$ cat src/rtl/assert_macros.svh
// Assertion macros shared by the tokenizer RTL.
// Each macro expands to one labeled concurrent assertion with async reset gating.
`ifndef ASSERT_MACROS_SVH
`define ASSERT_MACROS_SVH

// Property must hold at every clock edge outside reset.
`define MST_ASSERT(label, clk, rst_n, prop, msg) \
    label: assert property (@(posedge clk) disable iff (!rst_n) prop) else $error(msg);

// Condition must never be true outside reset.
`define MST_NEVER(label, clk, rst_n, cond, msg) \
    label: assert property (@(posedge clk) disable iff (!rst_n) !(cond)) else $error(msg);

`endif

$ cat src/rtl/mst_pkg.sv
// Package for the multi-byte separator tokenizer: result kinds, register map, types.
// No dependencies.
`timescale 1ns / 1ps
`default_nettype none

package mst_pkg;

    localparam int MAX_SEP_DEF = 8;
    localparam int ADDR_W      = 4;
    localparam int DATA_W      = 64;
    localparam int SEP_BYTES_W = 64;

    typedef enum logic [1:0] {
        KIND_BYTE     = 2'd0,
        KIND_WORD_END = 2'd1,
        KIND_LIST_END = 2'd2
    } kind_t;

    // register index, taken from paddr[3]
    localparam logic REG_SEP_LENGTH = 1'b0;
    localparam logic REG_SEP_BYTES  = 1'b1;

    typedef struct packed {
        kind_t      kind;
        logic [7:0] ch;
    } result_t;

    typedef struct packed {
        logic    push;
        result_t res;
    } out_req_t;

endpackage

`default_nettype wire

$ cat src/rtl/mst_cfg.sv
// APB register file for the tokenizer: separator length and separator bytes.
// Depends on mst_pkg.
`timescale 1ns / 1ps
`default_nettype none

module mst_cfg #(
    parameter int MAX_SEP = 8,
    parameter int LW      = 4
) (
    input  wire logic                       clk,
    input  wire logic                       rst_n,
    input  wire logic                       psel,
    input  wire logic                       penable,
    input  wire logic                       pwrite,
    input  wire logic [mst_pkg::ADDR_W-1:0] paddr,
    input  wire logic [mst_pkg::DATA_W-1:0] pwdata,
    output logic      [mst_pkg::DATA_W-1:0] prdata,
    output logic                            pready,
    output logic      [LW-1:0]              len_eff,
    output logic      [8*MAX_SEP-1:0]       sep_pat,
    output logic                            len_wr
);
    import mst_pkg::*;

    localparam int SB = (MAX_SEP < 8) ? MAX_SEP : 8;

    logic [3:0]             sep_length_reg;
    logic [SEP_BYTES_W-1:0] sep_bytes_reg;
    logic                   wr;

    assign pready = 1'b1;
    assign wr     = psel && penable && pwrite && pready;
    assign len_wr = wr && (paddr[3] == REG_SEP_LENGTH);

    always_ff @(posedge clk or negedge rst_n)
    begin
        if (!rst_n)
        begin
            sep_length_reg <= 4'd1;
            sep_bytes_reg  <= SEP_BYTES_W'(32);
        end
        else if (wr)
        begin
            if (paddr[3] == REG_SEP_LENGTH)
                sep_length_reg <= pwdata[3:0];
            else
                sep_bytes_reg <= pwdata[SEP_BYTES_W-1:0];
        end
    end

    always_comb
    begin
        if (paddr[3] == REG_SEP_LENGTH)
            prdata = {{(DATA_W-4){1'b0}}, sep_length_reg};
        else
            prdata = sep_bytes_reg;
    end

    always_comb
    begin
        if (sep_length_reg == 4'd0)
            len_eff = LW'(1);
        else if (int'(sep_length_reg) > MAX_SEP)
            len_eff = LW'(MAX_SEP);
        else
            len_eff = LW'(sep_length_reg);
    end

    // bytes past the eighth compare as zero
    always_comb
    begin
        sep_pat            = '0;
        sep_pat[8*SB-1:0]  = sep_bytes_reg[8*SB-1:0];
    end

endmodule

`default_nettype wire

$ cat src/rtl/mst_core.sv
// Tokenizer core: separator window, parallel compare, word state and end-of-string flush.
// Depends on mst_pkg and assert_macros.svh.
`timescale 1ns / 1ps
`default_nettype none
`include "assert_macros.svh"

module mst_core #(
    parameter int MAX_SEP = 8,
    parameter int LW      = 4
) (
    input  wire logic                 clk,
    input  wire logic                 rst_n,
    input  wire logic                 in_valid,
    output logic                      in_ready,
    input  wire logic [7:0]           char_in,
    input  wire logic                 char_present,
    input  wire logic                 end_of_string,
    input  wire logic [LW-1:0]        len_eff,
    input  wire logic [8*MAX_SEP-1:0] sep_pat,
    input  wire logic                 len_wr,
    input  wire logic                 room,
    output mst_pkg::out_req_t         req
);
    import mst_pkg::*;

    typedef enum logic [1:0] {
        MODE_RUN   = 2'b01,
        MODE_FLUSH = 2'b10
    } mode_t;

    mode_t       mode_reg, mode_next;
    logic [7:0]  win_reg  [MAX_SEP];
    logic [7:0]  win_next [MAX_SEP];
    logic [7:0]  win_wr   [MAX_SEP];
    logic [7:0]  win_sh   [MAX_SEP];
    logic [LW-1:0] fill_reg, fill_next;
    logic          open_reg, open_next;
    logic [LW-1:0] f;
    logic [LW-1:0] f_inc;
    logic          accept;
    logic          match;

    assign in_ready = (mode_reg == MODE_RUN) && room;
    assign accept   = in_valid && in_ready;
    assign f        = (fill_reg >= len_eff) ? len_eff - 1'b1 : fill_reg;
    assign f_inc    = f + 1'b1;

    always_comb
    begin
        for (int i = 0; i < MAX_SEP; i++)
            win_wr[i] = (accept && char_present && LW'(i) == f) ? char_in : win_reg[i];
        for (int i = 0; i < MAX_SEP - 1; i++)
            win_sh[i] = win_wr[i+1];
        win_sh[MAX_SEP-1] = win_wr[MAX_SEP-1];
        match = 1'b1;
        for (int i = 0; i < MAX_SEP; i++)
            if (LW'(i) < len_eff && win_wr[i] != sep_pat[8*i +: 8])
                match = 1'b0;
    end

    always_comb
    begin
        mode_next = mode_reg;
        win_next  = win_reg;
        fill_next = fill_reg;
        open_next = open_reg;
        req       = '0;
        if (len_wr)
        begin
            fill_next = '0;
        end
        else if (mode_reg == MODE_FLUSH)
        begin
            if (room)
            begin
                req.push = 1'b1;
                if (fill_reg != '0)
                begin
                    req.res.kind = KIND_BYTE;
                    req.res.ch   = win_reg[0];
                    win_next     = win_sh;
                    fill_next    = fill_reg - 1'b1;
                    open_next    = 1'b1;
                end
                else if (open_reg)
                begin
                    req.res.kind = KIND_WORD_END;
                    open_next    = 1'b0;
                end
                else
                begin
                    req.res.kind = KIND_LIST_END;
                    mode_next    = MODE_RUN;
                end
            end
        end
        else if (accept)
        begin
            fill_next = f;
            if (char_present)
            begin
                win_next  = win_wr;
                fill_next = f_inc;
                if (f_inc == len_eff)
                begin
                    if (match)
                    begin
                        fill_next = '0;
                        if (open_reg)
                        begin
                            req.push     = 1'b1;
                            req.res.kind = KIND_WORD_END;
                        end
                        open_next = 1'b0;
                    end
                    else
                    begin
                        req.push     = 1'b1;
                        req.res.kind = KIND_BYTE;
                        req.res.ch   = win_wr[0];
                        win_next     = win_sh;
                        fill_next    = f;
                        open_next    = 1'b1;
                    end
                end
            end
            if (end_of_string)
                mode_next = MODE_FLUSH;
        end
    end

    always_ff @(posedge clk or negedge rst_n)
    begin
        if (!rst_n)
        begin
            mode_reg <= MODE_RUN;
            fill_reg <= '0;
            open_reg <= 1'b0;
        end
        else
        begin
            mode_reg <= mode_next;
            fill_reg <= fill_next;
            open_reg <= open_next;
        end
    end

    always_ff @(posedge clk)
    begin
        win_reg <= win_next;
    end

    `MST_ASSERT(a_fill_below_len, clk, rst_n, fill_reg < len_eff, "window fill reached separator length")
    `MST_ASSERT(a_push_has_room, clk, rst_n, req.push |-> room, "result pushed into a full queue")
    `MST_ASSERT(a_flush_done_clean, clk, rst_n, (mode_reg == MODE_RUN && $past(mode_reg) == MODE_FLUSH) |-> (fill_reg == '0 && !open_reg), "flush ended with data left")

endmodule

`default_nettype wire

$ cat src/rtl/mst_outq.sv
// Two-entry result queue (output register plus skid register) toward the master stream.
// Depends on mst_pkg and assert_macros.svh.
`timescale 1ns / 1ps
`default_nettype none
`include "assert_macros.svh"

module mst_outq (
    input  wire logic              clk,
    input  wire logic              rst_n,
    input  wire mst_pkg::out_req_t req,
    output logic                   room,
    output logic                   out_valid,
    input  wire logic              out_ready,
    output mst_pkg::result_t       out_res
);
    import mst_pkg::*;

    result_t    head_reg, head_next;
    result_t    skid_reg, skid_next;
    logic [1:0] count_reg, count_next;
    logic       pop;

    assign out_valid = count_reg != 2'd0;
    assign room      = count_reg != 2'd2;
    assign pop       = out_valid && out_ready;
    assign out_res   = head_reg;

    always_comb
    begin
        head_next  = head_reg;
        skid_next  = skid_reg;
        count_next = count_reg;
        if (req.push && !pop)
        begin
            if (count_reg == 2'd0)
                head_next = req.res;
            else
                skid_next = req.res;
            count_next = count_reg + 2'd1;
        end
        else if (pop && !req.push)
        begin
            head_next  = skid_reg;
            count_next = count_reg - 2'd1;
        end
        else if (pop && req.push)
        begin
            if (count_reg == 2'd1)
                head_next = req.res;
            else
            begin
                head_next = skid_reg;
                skid_next = req.res;
            end
        end
    end

    always_ff @(posedge clk or negedge rst_n)
    begin
        if (!rst_n)
            count_reg <= 2'd0;
        else
            count_reg <= count_next;
    end

    always_ff @(posedge clk)
    begin
        head_reg <= head_next;
        skid_reg <= skid_next;
    end

    `MST_NEVER(a_count_range, clk, rst_n, count_reg == 2'd3, "queue count out of range")
    `MST_NEVER(a_no_push_full, clk, rst_n, req.push && count_reg == 2'd2, "push into full queue")
    `MST_ASSERT(a_skid_moves_up, clk, rst_n, (count_reg == 2'd2 && pop && !req.push) |=> head_reg == $past(skid_reg), "skid entry lost on pop")

endmodule

`default_nettype wire

$ cat src/rtl/multibyte_separator_tokenizer.sv
// Results are registered in a two-entry output queue that decouples m_tready, then show
// on the master side. Throughput: one input request per cycle when the queue has room and
// no flush runs; each request gives at most one result at once. A string's final item adds
// a flush (window bytes, word end, list end) during which s_tready is low.
// Reset (rst_n low, async): window empty, no word open, sep_length 1, sep_bytes 0x20.
`timescale 1ns / 1ps
`default_nettype none

module multibyte_separator_tokenizer #(
    parameter int MAX_SEP = mst_pkg::MAX_SEP_DEF
) (
    input  wire logic                       clk,
    input  wire logic                       rst_n,
    input  wire logic                       s_tvalid,
    output logic                            s_tready,
    input  wire logic [7:0]                 s_tdata,    // [7:0] char_in
    input  wire logic [0:0]                 s_tuser,    // [0] char_present
    input  wire logic                       s_tlast,    // end_of_string
    output logic                            m_tvalid,
    input  wire logic                       m_tready,
    output logic      [7:0]                 m_tdata,    // [7:0] char_out
    output logic      [1:0]                 m_tuser,    // [1:0] item_kind
    input  wire logic                       psel,
    input  wire logic                       penable,
    input  wire logic                       pwrite,
    input  wire logic [mst_pkg::ADDR_W-1:0] paddr,
    input  wire logic [mst_pkg::DATA_W-1:0] pwdata,
    output logic      [mst_pkg::DATA_W-1:0] prdata,
    output logic                            pready
);
    import mst_pkg::*;

    localparam int LW = $clog2(MAX_SEP + 1);

    logic [LW-1:0]        len_eff;
    logic [8*MAX_SEP-1:0] sep_pat;
    logic                 len_wr;
    logic                 room;
    out_req_t             req;
    result_t              out_res;

    mst_cfg #(
        .MAX_SEP (MAX_SEP),
        .LW      (LW)
    ) u_cfg (
        .clk     (clk),
        .rst_n   (rst_n),
        .psel    (psel),
        .penable (penable),
        .pwrite  (pwrite),
        .paddr   (paddr),
        .pwdata  (pwdata),
        .prdata  (prdata),
        .pready  (pready),
        .len_eff (len_eff),
        .sep_pat (sep_pat),
        .len_wr  (len_wr)
    );

    mst_core #(
        .MAX_SEP (MAX_SEP),
        .LW      (LW)
    ) u_core (
        .clk           (clk),
        .rst_n         (rst_n),
        .in_valid      (s_tvalid),
        .in_ready      (s_tready),
        .char_in       (s_tdata),
        .char_present  (s_tuser[0]),
        .end_of_string (s_tlast),
        .len_eff       (len_eff),
        .sep_pat       (sep_pat),
        .len_wr        (len_wr),
        .room          (room),
        .req           (req)
    );

    mst_outq u_outq (
        .clk       (clk),
        .rst_n     (rst_n),
        .req       (req),
        .room      (room),
        .out_valid (m_tvalid),
        .out_ready (m_tready),
        .out_res   (out_res)
    );

    assign m_tdata = out_res.ch;
    assign m_tuser = out_res.kind;

endmodule

`default_nettype wire

$ cat config.mk
export PLATFORM = sky130hd
export DESIGN_NAME = multibyte_separator_tokenizer
export DESIGN_NICKNAME = d
export VERILOG_FILES = /design/src/rtl/mst_pkg.sv /design/src/rtl/mst_cfg.sv /design/src/rtl/mst_core.sv /design/src/rtl/mst_outq.sv /design/src/rtl/multibyte_separator_tokenizer.sv
export VERILOG_INCLUDE_DIRS = /design/src /design/src/rtl
export SDC_FILE = /design/constraint.sdc
export NUM_CORES = 1
export LEC_CHECK = 0
export CORE_MARGIN = 8
export CORE_UTILIZATION = 50
export CTS_CLUSTER_DIAMETER = 40
export CTS_CLUSTER_SIZE = 16
export DETAILED_ROUTE_END_ITERATION = 10
export DONT_BUFFER_PORTS = 1
export GPL_TIMING_DRIVEN = 0
export PLACE_DENSITY_LB_ADDON = 0.12
export REMOVE_ABC_BUFFERS = 1
export SLEW_MARGIN = 25
export SYNTH_ARGS = -nofsm -noshare
export SYNTH_HDL_FRONTEND = slang
export SYNTH_SLANG_ARGS = --single-unit
$ cat constraint.sdc
create_clock -name clk -period 11.09 [get_ports clk]
set_clock_uncertainty 0.05 [all_clocks]
set_input_delay 1.109 -clock clk [delete_from_list [all_inputs] [get_ports clk]]
set_output_delay 1.109 -clock clk [all_outputs]
set_load 0.005 [all_outputs]
==> metrics <==
Max clock buf depth=2; vias=approximately 7700; H-tree levels=4; Starting Density=51.08%; number of max-cap violations=0; sequential fraction of the synthesis area=roughly 43%; first-pass GRT wire length=between 40000 and 50000 um; hold_buf cts=0; clock net sink count=~160; initial antenna violation count=0; R2R Setup Slk=about 3.5 ns; Slew @ Worst Pin=roughly 0.91 ns; hpwl dp=slightly below 20000 um; Synth Cell Area=between 10000 and 15000 um^2; final-layout fill cell count=around 1700; CP arrival=~7.6 ns; Overflow after GRT=0; Core Util, Final=between 50% and 60%; core outline area=20230 um^2; crit end category=flip-flop; layout cells sized above 1=between 10% and 20%; maximum clock rate=between 0.1 and 0.15 GHz; Final Critical Period=7.542 ns; vias in the first global route=slightly below 8000; Vias/cell=between 6 and 7; total I/O pin count=162; register bit total from synthesis=approximately 160; Net Switching=roughly 0.0013 W; Final Hold Fails=0; period utilization=68.00%; Setup crit end=u_outq.out_res[3]; FF-to-FF End=u_outq.out_res[3]; clock share of power=17.8%; final setup violation count=0; Residual DRC=0; WP data required=roughly 11 ns; Resized cells post-CTS=0; Final nets=1040; Synth async-reset ratio=47.83%; clock transition at the registers of the reported paths=~0.060 ns; Num CTS Buffers=17; Mapped Cells=between 900 and 1000; Leakage Power=~4.3 nW; RSZ-0062 raised after global routing=false; clk root buf=clkbuf_16; largest net degree at the start of global routing=between 70 and 80; EDFF count, synth=84; Crit Path Class=reg2reg; Rows=52; dominant synthesized flop cell=edfxtp_1; placed cell count=around 1200; Die Span Y=between 150 and 200 um; routed wire length=between 20000 and 30000 um; Setup TNS Final=0 ns; Warnings, synthesis=0; post-route insts no fill=1223; reg2reg path depth=21; DRT iter0 DRCs=about 660; crit path launch=u_cfg.sep_length_reg[2]; Worst-Skew Late Latency=0.43 ns; ANT cells=0; First-pass DRT Iterations=5; Max IR drop VDD=between 0.1 and 0.15 mV; Final Power=approximately 0.0033 W; die area=between 20000 and 30000 um^2; Worst Hold Class=in2async; Die X=~160 um; Area Overhead vs Synth=7.869%; antenna viol nets, final=0; PortBufs=0; overall routing resource usage=between 20% and 30%; power per standard cell area=around 300 nW/um^2; routed length per instance=23.28 um; startpoint types=flip-flop; sw frac=roughly 39%; Slew headroom=between 30 and 40%; worst reg2reg path startpoint=u_cfg.sep_length_reg[2]; CTS tree=built; Post CTS Setup Buffer Count=0; worst hold slack=~0.33 ns; Reg power frac=38.7%; Crit Path Max Fanout=13; routability-driven placement congestion ratio=around 0.91; Internal=0.002037 W; Max Slew Vio Count=0; synth unique cells=82; syn avg cell area=approximately 11 um^2; Combinational Power Share=43.5%; outcome=finished, final reports clean
worst max-delay path, cell delays in order (launching register included):
cell and delay, ns:
dfrtp_1 0.53, o21ba_2 0.28, nor2_2 0.35, clkinv_1 0.34, ha_1 0.29, ha_1 0.39
or4_4 0.59, a22oi_1 0.57, buf_4 0.28, mux2i_1 0.28, o2111ai_1 0.19, nor4_1 0.35
a211oi_1 0.17, or2_2 0.42, o21a_1 0.24, o21a_1 0.21, ha_1 0.24, a21oi_2 0.46
nor2_1 0.31, o2111a_1 0.37, a22oi_1 0.18, o21ai_0 0.14
power groups by stage:
stage	Combinational, W	Clock [W]	Sequential, W
floorplan	0.00113	0	0.00119
global placement	0.00135	0	0.00131
detailed placement	0.00143	0	0.00129
CTS	0.00144	0.000601	0.00128
global route	0.00159	0.000625	0.00131
finish	0.00144	0.000592	0.00128
stage by stage:
stage / area [um^2] / setup WS (ns)
floorplan: 10060 / 4.901
global placement: 10390 / 3.066
detailed placement: 10570 / 3.321
CTS: 11140 / 3.192
global route: 11150 / 3.116
finish: 11150 / 3.548
cells in the mapped netlist (4+ instances only):
| library cell | n | share of area, % |
|---|---|---|
| a211oi_1 | 4 | 0.29 |
| a221oi_1 | 12 | 1.0 |
| nand2b_1 | 7 | 0.42 |
| buf_2 | 6 | 0.29 |
| o211ai_1 | 7 | 0.51 |
| nor2_1 | 28 | 1.0 |
| xnor2_1 | 29 | 2.5 |
| and3_1 | 4 | 0.24 |
| mux2i_1 | 12 | 1.2 |
| a21oi_1 | 28 | 1.4 |
| a22oi_1 | 10 | 0.73 |
| clkbuf_1 | 48 | 1.7 |
| dfrtp_1 | 74 | 18 |
| nand4_1 | 11 | 0.67 |
| nand2_1 | 65 | 2.4 |
| nand3_1 | 14 | 0.68 |
| ha_1 | 15 | 1.8 |
| o21ai_1 | 4 | 0.19 |
| mux2_2 | 77 | 8.4 |
| edfxtp_1 | 84 | 24 |
| and2_1 | 61 | 3.7 |
| mux2i_4 | 5 | 1.1 |
| inv_1 | 45 | 1.6 |
| o21ai_0 | 32 | 1.5 |
| o2bb2ai_1 | 8 | 0.68 |
| or3_1 | 43 | 2.6 |
| o221a_2 | 40 | 4.4 |
| buf_1 | 8 | 0.29 |
| o22ai_1 | 7 | 0.42 |
| nor3_1 | 16 | 0.77 |
| nor4_1 | 19 | 1.2 |
| xor2_1 | 77 | 6.5 |
worst min path at each step:
| stage | from | endpoint |
|---|---|---|
| detailed placement | u_cfg.sep_length_reg[0] | u_cfg.sep_length_reg[0] |
| finish | rst_n | u_cfg.sep_pat[40] |
| global route | rst_n | u_cfg.sep_pat[43] |
| floorplan | u_cfg.sep_length_reg[0] | u_cfg.sep_length_reg[0] |
| global placement | u_cfg.sep_length_reg[0] | u_cfg.sep_length_reg[0] |
| CTS | rst_n | u_cfg.sep_pat[40] |
layer usage:
layer / up-vias / part of all wire (%) / GRT usage (%)
li1: 3517 / - / -
met1: 3819 / 44 / 29.05
met2: 295 / 49 / 37.04
met3: 20 / 5.9 / 4.524
met4: 0 / 0.87 / 4.928
met5: - / 0 / 0
cells in the final DEF (no fill, tap or decap), types with 17 or more instances in the layout:
cell	count
xnor2_1	29
nor4_1	19
a21oi_1	25
edfxtp_1	84
o21ai_0	32
nand2_1	65
clkbuf_16	17
or3_1	43
o221a_2	40
nor2_1	28
mux2_2	77
and2_1	61
xor2_1	77
dfrtp_1	74
inv_1	45
cells by family (layout without fill, tap and decap cells):
| logic type | Yosys count | count (layout) | share of synthesized area [%] |
|---|---|---|---|
| AND/OR/NAND/NOR | 292 | 292 | 15.45 |
| buffers and inverters | 111 | 88 | 4.370 |
| multiplexers | 97 | 97 | 11.00 |
| other | 1 | 1 | 0.03628 |
| XOR/XNOR | 106 | 106 | 8.983 |
| AO/OA/AOI/OAI | 193 | 193 | 15.25 |
| adder cells (fa/ha/maj) | 15 | 15 | 1.816 |
| flip-flops | 161 | 161 | 43.09 |
layout make-up:
cell class,instances,area (um^2),share of cell area (%)
well taps,270,337.8,3.030
clock inverters,12,138.9,1.246
inverters,46,172.7,1.549
repair buffers,10,153.9,1.380
flip-flops and latches,161,4453,39.94
multi-input cells,704,5455,48.93
clock buffers,20,436.7,3.917
No activity file was read; power rests on OpenSTA's default activity.
